[config.mk]
export PLATFORM = sky130hd
export DESIGN_NAME = inverse_time_overload_trip_core_flat
export DESIGN_NICKNAME = d
export VERILOG_FILES = /design/src/rtl/core/itot_pkg.sv /design/src/rtl/core/itot_stream_if.sv /design/src/rtl/core/itot_dpath.sv /design/src/rtl/core/itot_ctrl.sv /design/src/rtl/core/inverse_time_overload_trip_core.sv /design/src/flat_wrapper.sv
export SDC_FILE = /design/constraint.sdc
export NUM_CORES = 2
export LEC_CHECK = 0
export ABC_AREA = 1
export BUFFER_PORTS_ARGS = -buffer_cell sky130_fd_sc_hd__buf_4
export CORE_MARGIN = 5
export CORE_UTILIZATION = 56
export DETAILED_ROUTE_END_ITERATION = 8
export PLACE_DENSITY = 0.74
export SLEW_MARGIN = 20
export SYNTH_ARGS = -nofsm -noshare
export SYNTH_HDL_FRONTEND = slang
export SYNTH_SLANG_ARGS = --single-unit
[constraint.sdc]
create_clock -name clk_i -period 9.15 [get_ports clk_i]
set_input_delay 0.915 -clock clk_i [delete_from_list [all_inputs] [get_ports clk_i]]
set_output_delay 0.915 -clock clk_i [all_outputs]
set_load 0.005 [all_outputs]
[src/rtl/core/itot_pkg.sv]
// Shared types and constants of the inverse-time overload trip core.
// Payload structs, datapath operation codes and fixed-point constants.
// No dependencies.
package itot_pkg;

  localparam int unsigned CFG_IDX_W  = 2;
  localparam int unsigned CFG_DATA_W = 32;
  localparam int unsigned DEN_W      = 52;

  localparam logic [CFG_IDX_W-1:0] CFG_TRIP_CURRENT   = 2'd0;
  localparam logic [CFG_IDX_W-1:0] CFG_CURVE_CONSTANT = 2'd1;
  localparam logic [CFG_IDX_W-1:0] CFG_COOL_TIME      = 2'd2;

  localparam logic [15:0] TRIP_CURRENT_RST   = 16'd1000;
  localparam logic [31:0] CURVE_CONSTANT_RST = 32'd65536;
  localparam logic [31:0] COOL_TIME_RST      = 32'd655360;

  localparam logic [23:0] PICKUP_Q816 = 24'd75366;
  localparam logic [23:0] RATIO_MAX   = 24'hFF_FFFF;
  localparam logic [31:0] ENERGY_ONE  = 32'h8000_0000;
  localparam logic [19:0] US_PER_S    = 20'd1000000;

  localparam int unsigned RATIO_ITER  = 32;
  localparam int unsigned ENERGY_ITER = 31;

  typedef struct packed {
    logic [15:0] current_sample;
  } sample_t;

  typedef struct packed {
    logic        tripped;
    logic [31:0] energy_level;
    logic        above_pickup;
  } result_t;

  typedef enum logic [3:0] {
    OP_NONE,
    OP_LOAD,
    OP_DIV,
    OP_RATIO,
    OP_SQUARE,
    OP_MUL_LO,
    OP_MUL_HI,
    OP_SETUP,
    OP_UPDATE
  } dp_op_e;

  typedef struct packed {
    logic tripped;
  } dp_status_t;

endpackage

[src/rtl/core/itot_stream_if.sv]
// Valid/ready stream channel carrying one payload item per handshake.
// The payload type is set at instantiation; no dependencies.
interface itot_stream_if #(
  parameter type payload_t = logic
) ();

  logic     valid;
  logic     ready;
  payload_t data;

  modport source (output valid, output data, input ready);
  modport sink (input valid, input data, output ready);

endinterface

[src/rtl/core/itot_dpath.sv]
// Datapath of the overload trip core: configuration registers, shared restoring
// divider, multipliers, energy accumulator and result register.
// Depends on itot_pkg; driven by operation codes from itot_ctrl.
module itot_dpath #(
  parameter int unsigned TICK_PERIOD_US = 10000
) (
  input  logic                            clk_i,
  input  logic                            rst_ni,
  input  itot_pkg::dp_op_e                op_i,
  input  itot_pkg::sample_t               sample_i,
  input  logic                            cfg_we_i,
  input  logic [itot_pkg::CFG_IDX_W-1:0]  cfg_idx_i,
  input  logic [itot_pkg::CFG_DATA_W-1:0] cfg_data_i,
  output itot_pkg::dp_status_t            status_o,
  output itot_pkg::result_t               result_o
);
  import itot_pkg::*;

  localparam int unsigned TW     = $clog2(TICK_PERIOD_US + 1);
  localparam int unsigned PROD_W = 48 + TW;
  localparam logic [TW-1:0] TICK = TW'(TICK_PERIOD_US);

  logic [15:0]       trip_cur_q;
  logic [31:0]       curve_q;
  logic [31:0]       cool_q;
  logic [31:0]       energy_q, energy_d;
  logic              latch_q, latch_d;
  logic [DEN_W-1:0]  rem_q;
  logic [DEN_W-1:0]  den_q;
  logic [31:0]       num_q;
  logic [31:0]       quo_q;
  logic [23:0]       ratio_q;
  logic [47:0]       sq_q;
  logic              above_q;
  logic [PROD_W-1:0] prod_q;
  logic              sat_q;
  result_t           res_q;

  logic [DEN_W:0]    div_t;
  logic [DEN_W:0]    div_diff;
  logic              div_ge;
  logic [47:0]       excess;
  logic [24+TW-1:0]  mul_lo;
  logic [24+TW-1:0]  mul_hi;
  logic [DEN_W-1:0]  den_prod;
  logic [DEN_W-1:0]  num_hi;
  logic [31:0]       num_lo;
  logic [31:0]       step;
  logic [32:0]       heat_sum;

  assign div_t    = {rem_q, num_q[31]};
  assign div_diff = div_t - {1'b0, den_q};
  assign div_ge   = div_t >= {1'b0, den_q};

  assign excess   = {sq_q[47:32] - 16'd1, sq_q[31:0]};
  assign mul_lo   = (24+TW)'(excess[23:0]) * (24+TW)'(TICK);
  assign mul_hi   = (24+TW)'(excess[47:24]) * (24+TW)'(TICK);
  assign den_prod = DEN_W'(US_PER_S) * DEN_W'(above_q ? curve_q : cool_q);

  always_comb begin
    if (above_q) begin
      num_hi = DEN_W'(prod_q[PROD_W-1:16]);
      num_lo = {prod_q[15:0], 16'd0};
    end else begin
      num_hi = DEN_W'({TICK, 16'd0});
      num_lo = 32'd0;
    end
  end

  assign step     = sat_q ? ENERGY_ONE : quo_q;
  assign heat_sum = {1'b0, energy_q} + {1'b0, step};

  always_comb begin
    energy_d = energy_q;
    latch_d  = latch_q;
    if (!latch_q) begin
      if (above_q) begin
        if (heat_sum >= {1'b0, ENERGY_ONE}) begin
          energy_d = ENERGY_ONE;
          latch_d  = 1'b1;
        end else begin
          energy_d = heat_sum[31:0];
        end
      end else begin
        energy_d = (energy_q > step) ? energy_q - step : 32'd0;
      end
    end
  end

  always_ff @(posedge clk_i or negedge rst_ni) begin
    if (!rst_ni) begin
      trip_cur_q <= TRIP_CURRENT_RST;
      curve_q    <= CURVE_CONSTANT_RST;
      cool_q     <= COOL_TIME_RST;
      energy_q   <= 32'd0;
      latch_q    <= 1'b0;
    end else begin
      if (cfg_we_i) begin
        case (cfg_idx_i)
          CFG_TRIP_CURRENT:   trip_cur_q <= cfg_data_i[15:0];
          CFG_CURVE_CONSTANT: curve_q    <= cfg_data_i;
          CFG_COOL_TIME:      cool_q     <= cfg_data_i;
          default: ;
        endcase
      end
      if (op_i == OP_UPDATE) begin
        energy_q <= energy_d;
        latch_q  <= latch_d;
      end
    end
  end

  always_ff @(posedge clk_i) begin
    case (op_i)
      OP_LOAD: begin
        rem_q <= '0;
        num_q <= {sample_i.current_sample, 16'd0};
        den_q <= DEN_W'(trip_cur_q);
        quo_q <= '0;
      end
      OP_DIV: begin
        rem_q <= div_ge ? div_diff[DEN_W-1:0] : div_t[DEN_W-1:0];
        num_q <= {num_q[30:0], 1'b0};
        quo_q <= {quo_q[30:0], div_ge};
      end
      OP_RATIO: begin
        ratio_q <= (quo_q > {8'd0, RATIO_MAX}) ? RATIO_MAX : quo_q[23:0];
      end
      OP_SQUARE: begin
        sq_q    <= 48'(ratio_q) * 48'(ratio_q);
        above_q <= ratio_q > PICKUP_Q816;
      end
      OP_MUL_LO: begin
        prod_q <= PROD_W'(mul_lo);
        den_q  <= den_prod;
      end
      OP_MUL_HI: begin
        prod_q <= prod_q + {mul_hi, 24'd0};
      end
      OP_SETUP: begin
        sat_q <= num_hi >= den_q;
        rem_q <= num_hi;
        num_q <= num_lo;
        quo_q <= '0;
      end
      OP_UPDATE: begin
        res_q.tripped      <= latch_d;
        res_q.energy_level <= energy_d;
        res_q.above_pickup <= above_q & ~latch_q;
      end
      default: ;
    endcase
  end

  assign status_o.tripped = latch_q;
  assign result_o         = res_q;

endmodule

[src/rtl/core/itot_ctrl.sv]
// Controller of the overload trip core: sequences the datapath through one item
// and owns the input ready and output valid handshake.
// Depends on itot_pkg; drives itot_dpath.
module itot_ctrl (
  input  logic                 clk_i,
  input  logic                 rst_ni,
  input  logic                 in_valid_i,
  output logic                 in_ready_o,
  output logic                 out_valid_o,
  input  logic                 out_ready_i,
  input  itot_pkg::dp_status_t status_i,
  output itot_pkg::dp_op_e     op_o
);
  import itot_pkg::*;

  typedef enum logic [3:0] {
    S_IDLE,
    S_RDIV,
    S_RATIO,
    S_SQUARE,
    S_MUL_LO,
    S_MUL_HI,
    S_SETUP,
    S_EDIV,
    S_FINISH
  } state_e;

  state_e     state_q;
  logic [4:0] cnt_q;
  logic       out_valid_q;
  logic       accept;
  logic       update;

  assign in_ready_o  = (state_q == S_IDLE);
  assign accept      = in_ready_o && in_valid_i;
  assign update      = (state_q == S_FINISH) && (!out_valid_q || out_ready_i);
  assign out_valid_o = out_valid_q;

  always_comb begin
    case (state_q)
      S_IDLE:   op_o = accept ? OP_LOAD : OP_NONE;
      S_RDIV:   op_o = OP_DIV;
      S_RATIO:  op_o = OP_RATIO;
      S_SQUARE: op_o = OP_SQUARE;
      S_MUL_LO: op_o = OP_MUL_LO;
      S_MUL_HI: op_o = OP_MUL_HI;
      S_SETUP:  op_o = OP_SETUP;
      S_EDIV:   op_o = OP_DIV;
      S_FINISH: op_o = update ? OP_UPDATE : OP_NONE;
      default:  op_o = OP_NONE;
    endcase
  end

  always_ff @(posedge clk_i or negedge rst_ni) begin
    if (!rst_ni) begin
      state_q     <= S_IDLE;
      cnt_q       <= '0;
      out_valid_q <= 1'b0;
    end else begin
      if (update) begin
        out_valid_q <= 1'b1;
      end else if (out_ready_i) begin
        out_valid_q <= 1'b0;
      end
      case (state_q)
        S_IDLE: begin
          if (accept) begin
            cnt_q   <= 5'(RATIO_ITER - 1);
            state_q <= status_i.tripped ? S_FINISH : S_RDIV;
          end
        end
        S_RDIV: begin
          cnt_q <= cnt_q - 5'd1;
          if (cnt_q == 5'd0) state_q <= S_RATIO;
        end
        S_RATIO:  state_q <= S_SQUARE;
        S_SQUARE: state_q <= S_MUL_LO;
        S_MUL_LO: state_q <= S_MUL_HI;
        S_MUL_HI: state_q <= S_SETUP;
        S_SETUP: begin
          cnt_q   <= 5'(ENERGY_ITER - 1);
          state_q <= S_EDIV;
        end
        S_EDIV: begin
          cnt_q <= cnt_q - 5'd1;
          if (cnt_q == 5'd0) state_q <= S_FINISH;
        end
        S_FINISH: begin
          if (update) state_q <= S_IDLE;
        end
        default: state_q <= S_IDLE;
      endcase
    end
  end

endmodule

[src/rtl/core/inverse_time_overload_trip_core.sv]
// Top level of the inverse-time overload trip core.
// Joins itot_ctrl and itot_dpath; depends on itot_pkg and itot_stream_if.
//
//   channel    direction  payload                                   handshake
//   sample_i   in         current_sample                            valid/ready
//   result_o   out        tripped, energy_level, above_pickup       valid/ready
//   cfg_*_i    in         register index, write data                write enable
//
// From acceptance to result an item passes one load, 32 ratio iterations
// and 31 energy iterations of the shared one-bit-per-cycle restoring
// divider, the ratio clamp, square, low and high multiply and setup steps
// and one update, or once tripped only the update. Reset restores the register
// defaults and clears energy and the trip latch. A result waits in the output
// register; the next item is accepted meanwhile and held before its update.
module inverse_time_overload_trip_core #(
  parameter int unsigned TICK_PERIOD_US = 10000
) (
  input  logic                            clk_i,
  input  logic                            rst_ni,
  itot_stream_if.sink                     sample_i,
  itot_stream_if.source                   result_o,
  input  logic                            cfg_we_i,
  input  logic [itot_pkg::CFG_IDX_W-1:0]  cfg_idx_i,
  input  logic [itot_pkg::CFG_DATA_W-1:0] cfg_data_i
);
  import itot_pkg::*;

  dp_op_e     op;
  dp_status_t status;
  result_t    result;
  sample_t    sample;

  assign sample        = sample_i.data;
  assign result_o.data = result;

  itot_ctrl u_ctrl (
    .clk_i       (clk_i),
    .rst_ni      (rst_ni),
    .in_valid_i  (sample_i.valid),
    .in_ready_o  (sample_i.ready),
    .out_valid_o (result_o.valid),
    .out_ready_i (result_o.ready),
    .status_i    (status),
    .op_o        (op)
  );

  itot_dpath #(
    .TICK_PERIOD_US (TICK_PERIOD_US)
  ) u_dpath (
    .clk_i      (clk_i),
    .rst_ni     (rst_ni),
    .op_i       (op),
    .sample_i   (sample),
    .cfg_we_i   (cfg_we_i),
    .cfg_idx_i  (cfg_idx_i),
    .cfg_data_i (cfg_data_i),
    .status_o   (status),
    .result_o   (result)
  );

endmodule
[src/flat_wrapper.sv]
// flat-port wrapper written by rule: the top's interface ports become plain ports
module inverse_time_overload_trip_core_flat import itot_pkg::*;
#(
  parameter int unsigned TICK_PERIOD_US = 10000
)
  (clk_i, rst_ni, cfg_we_i, cfg_idx_i, cfg_data_i, sample_i_valid, sample_i_data, sample_i_ready, result_o_valid, result_o_data, result_o_ready);
  itot_stream_if sample_i_i ();
  itot_stream_if result_o_i ();
  input  logic clk_i;
  input  logic rst_ni;
  input  logic cfg_we_i;
  input  logic [itot_pkg::CFG_IDX_W-1:0] cfg_idx_i;
  input  logic [itot_pkg::CFG_DATA_W-1:0] cfg_data_i;
  input wire logic [$bits(sample_i_i.valid)-1:0] sample_i_valid;
  input wire logic [$bits(sample_i_i.data)-1:0] sample_i_data;
  output wire logic [$bits(sample_i_i.ready)-1:0] sample_i_ready;
  output wire logic [$bits(result_o_i.valid)-1:0] result_o_valid;
  output wire logic [$bits(result_o_i.data)-1:0] result_o_data;
  input wire logic [$bits(result_o_i.ready)-1:0] result_o_ready;
  assign sample_i_i.valid = sample_i_valid;
  assign sample_i_i.data = sample_i_data;
  assign sample_i_ready = sample_i_i.ready;
  assign result_o_valid = result_o_i.valid;
  assign result_o_data = result_o_i.data;
  assign result_o_i.ready = result_o_ready;
  inverse_time_overload_trip_core #(.TICK_PERIOD_US(TICK_PERIOD_US)) u_core (.clk_i(clk_i), .rst_ni(rst_ni), .sample_i(sample_i_i), .result_o(result_o_i), .cfg_we_i(cfg_we_i), .cfg_idx_i(cfg_idx_i), .cfg_data_i(cfg_data_i));
endmodule
==> results.yml <==
status:
  status: "completed"
yosys:
  synthAdderAreaFrac_pct: 35.9
  synth-xor-area-share_pct: 2.37
  synthMuxAreaShare_pct: 0
  synth_cell_type_count: 56
  yosysSeqAreaShare_pct: 18.6
  ys_seq_elements: 406
  synth_warnings: 0
  ys.flop_type: "edfxtp_1"
  syn_nets: 9751
  syn_inst: 8320
  ys_async_sr_fraction_pct: 30.3
  synth_top_family_by_area: "adder cells"
  synth_enable_flop_cells: 283
  synth_compound_area_share_pct: 9.00
  syn_area_per_cell_um2: 7.51
  netlist_area_mm2: 0.0624
  synth-simple-area-share_pct: 20.5
timing:
  fin_crit_sh_pct: 82.7
  fin_worst_skew_ns: 0.0677
  setup_tns_ns: 0
  fmax_mhz: 132
  tightest_slew_ns: 1.19
  rsz0062_at_grt: "false"
  slew_headroom_pct: 20.4
  hold_ws_ns: 0.285
  hold_violations: 0
  fin_crit_ns: 7.57
  setup_viol: 0
  drv_slew: 0
place:
  place_area_mm2: 0.0642
  gp_congestion: 0.972
  io_buffers: 42
  dp_hpwl_um: 141000
clock_network:
  postCtsHoldBufs: 0
  cts-resized-gates: 0
  clk_latency_ns: 0.66
  cts.sinks: 406
  htreeDepth: 2
  clock_path_buffers: 3
  post_cts_buffers: 0
  clkSlewWorstSetupHoldPaths_ns: 0.07
  numCtsBuffers: 50
  cts_root_buf: "clkbuf_16"
  cts_tree: "done"
layout:
  nFillCells: 10200
  area_delta_synth_final_pct: 5.59
  n_antenna_cell: 0
  nets: 9709
  drive_gt1_share_pct: 3.50
  fin_area_mm2: 0.0659
floorplan:
  ios: 43
  die_w_um: 344
  design.core.area_mm2: 0.111
  die_h_um: 344
  rows: 122
  die-area_mm2: 0.118
  start_util_pct: 56.4
worst_hold_path:
  min_path_type: "in2async"
global_route:
  grt_max_degree: 80
  grt_pass1_vias: 53600
  grt_usage_pct: 29.3
  gr-total-overflow: 0
  antenna_found_initial: 0
  grt_pass1_wl_um: 279000
setup_path:
  path_buf_inv: 7
  worstSetupPathDepth: 38
  critPathLaunch: "u_core.u_dpath.sq_q[32]"
  crit_path_start_kind: "flop"
  reg2reg_depth: 38
  r2r_slack_ns: 1.58
  crit_path_frequent_cell: "inv_1"
  cp.arrival_ns: 7.95
  cpMaxStageDelayCell: "xor2_1"
  required_ns: 9.53
  cpPeakStageDelay_ns: 0.56
  critPathKind: "reg2reg"
  critPathCaptureType: "flop"
  crit_end: "u_core.u_dpath.prod_q[61]"
  crit_family: "adder cells"
  critPathMaxFanout: 4
  r2r-end: "u_core.u_dpath.prod_q[61]"
  reg2reg_from: "u_core.u_dpath.sq_q[32]"
pwr:
  clockPowerShare_pct: 15.2
  switchingPower_uw: 7500
  p_seq_share_pct: 16.3
  p_leak_uw: 0.0361
  pwr_density_cell_mw_per_mm2: 215
  p_int_uw: 6650
  peakVddDrop_mv: 0.604
  pwr-share-comb_pct: 68.5
  swShare_pct: 53.0
job:
  cap_viol_max_count: 0
routing:
  drt_iter0_drc: 4162
  wl_um: 170000
  remaining_drc_errors: 0
  drtPass1Iterations: 6
  ant_nets: 0
  wl_per_cell_um: 17.4
  via_per_inst: 5.36
  vias: 52500
-- synthesized netlist by cell type, types with 72 or more instances --
library cell | n | share of area (%)
inv_1 | 2020 | 12
nor2_1 | 706 | 4.2
dfrtp_1 | 114 | 4.6
clkbuf_1 | 126 | 0.76
a21oi_1 | 435 | 3.5
nand3_1 | 265 | 2.1
xnor2_1 | 72 | 1.0
edfxtp_1 | 283 | 14
fa_1 | 671 | 22
ha_1 | 720 | 14
nand2_1 | 1860 | 11
xor2_1 | 97 | 1.4
nand4_1 | 108 | 1.1
o21ai_0 | 362 | 2.9
-- flip-flops by register name, indices dropped and copies added, names as in the netlist, 4 cells and up --
| name | cells |
|---|---|
| u_core.u_ctrl.cnt_q | 5 |
| u_core.u_ctrl.state_q | 4 |
| u_core.u_dpath.cool_q | 32 |
| u_core.u_dpath.curve_q | 32 |
| u_core.u_dpath.den_q | 52 |
| u_core.u_dpath.energy_q | 32 |
| u_core.u_dpath.num_q | 16 |
| u_core.u_dpath.prod_q | 57 |
| u_core.u_dpath.quo_q | 32 |
| u_core.u_dpath.ratio_q | 24 |
| u_core.u_dpath.rem_q | 52 |
| u_core.u_dpath.sq_q | 47 |
| u_core.u_dpath.trip_cur_q | 16 |
-- kinds of logic after synthesis --
| group | Yosys count |
|---|---|
| simple gates | 3116 |
| buf+inv | 2224 |
| fa+ha+maj | 1391 |
| compound gates | 1014 |
| flops | 406 |
| xor+xnor | 169 |
-- layout by cell type, fill, tap and decap left out, drive strengths merged, types with 2 or more instances in the layout --
cell / synthesis / layout
o311ai: 3 / 3
a211oi: 6 / 6
o21a: 15 / 15
o211ai: 11 / 11
clkinv: 0 / 23
a21boi: 17 / 17
nand4: 108 / 108
o221ai: 2 / 2
xnor2: 72 / 72
o21ai: 367 / 367
nor3: 62 / 62
nand3b: 16 / 16
nand3: 271 / 271
nor2: 716 / 716
xor2: 97 / 97
dfstp: 9 / 9
buf: 53 / 85
o31ai: 5 / 5
and3: 5 / 5
a32o: 11 / 11
dfrtp: 114 / 114
bufinv: 0 / 8
and2: 4 / 4
edfxtp: 283 / 283
clkinvlp: 0 / 2
inv: 2045 / 2051
a31oi: 34 / 34
fa: 671 / 671
nand2: 1871 / 1871
nor4: 24 / 24
a21oi: 441 / 441
a21o: 41 / 41
ha: 720 / 720
clkbuf: 126 / 55
or2: 37 / 37
o21bai: 57 / 57
-- final cells by class --
cell class | instances | area, um2 | area share, %
multi-input combinational | 5690 | 42400 | 64.3
tap | 1488 | 1860 | 2.82
clock buffer | 55 | 1280 | 1.94
inverter | 2045 | 7680 | 11.6
timing repair buffer | 85 | 642 | 0.973
clock inverter | 39 | 489 | 0.742
sequential | 406 | 11600 | 17.6
-- layer usage --
| layer | wire [um] | global-route usage (%) | share of wire (%) |
|---|---|---|---|
| met5 | 0 | 0 | 0 |
| met4 | 6490 | 9.83 | 3.8 |
| met3 | 9590 | 3.50 | 5.6 |
| met2 | 81400 | 50.1 | 48 |
| met1 | 72700 | 38.8 | 43 |
-- through the flow --
step	util (%)	power, uW	cells	setup WS [ns]
floorplan	-	9330	8320	2.60
global placement	58.0	11800	9714	1.79
detailed placement	58.0	11900	9714	1.70
CTS	59.6	14100	9808	1.62
global route	59.6	15600	9808	0.928
finish	59.6	14100	9808	1.58
-- power groups by stage --
stage	Clock (uW)	Combinational, uW	Sequential (uW)
final	2150	9690	2300
after global routing	2260	11100	2320
after CTS	2190	9630	2300
after detailed placement	0	9550	2340
after global placement	0	9430	2330
after floorplan	0	7030	2310
-- how the worst min path moves through the flow --
stage	start	endpoint	slack, ns	cells past startpoint
after CTS	rst_ni	u_core.u_dpath.energy_q[25]	0.27	1
after floorplan	u_core.u_dpath.curve_q[10]	u_core.u_dpath.curve_q[10]	0.45	2
after global placement	u_core.u_dpath.curve_q[18]	u_core.u_dpath.curve_q[18]	0.46	2
final	rst_ni	u_core.u_dpath.energy_q[19]	0.28	1
after global routing	rst_ni	u_core.u_dpath.energy_q[19]	0.32	1
after detailed placement	u_core.u_dpath.curve_q[26]	u_core.u_dpath.curve_q[26]	0.47	2
No activity file was read; power rests on OpenSTA's default activity.
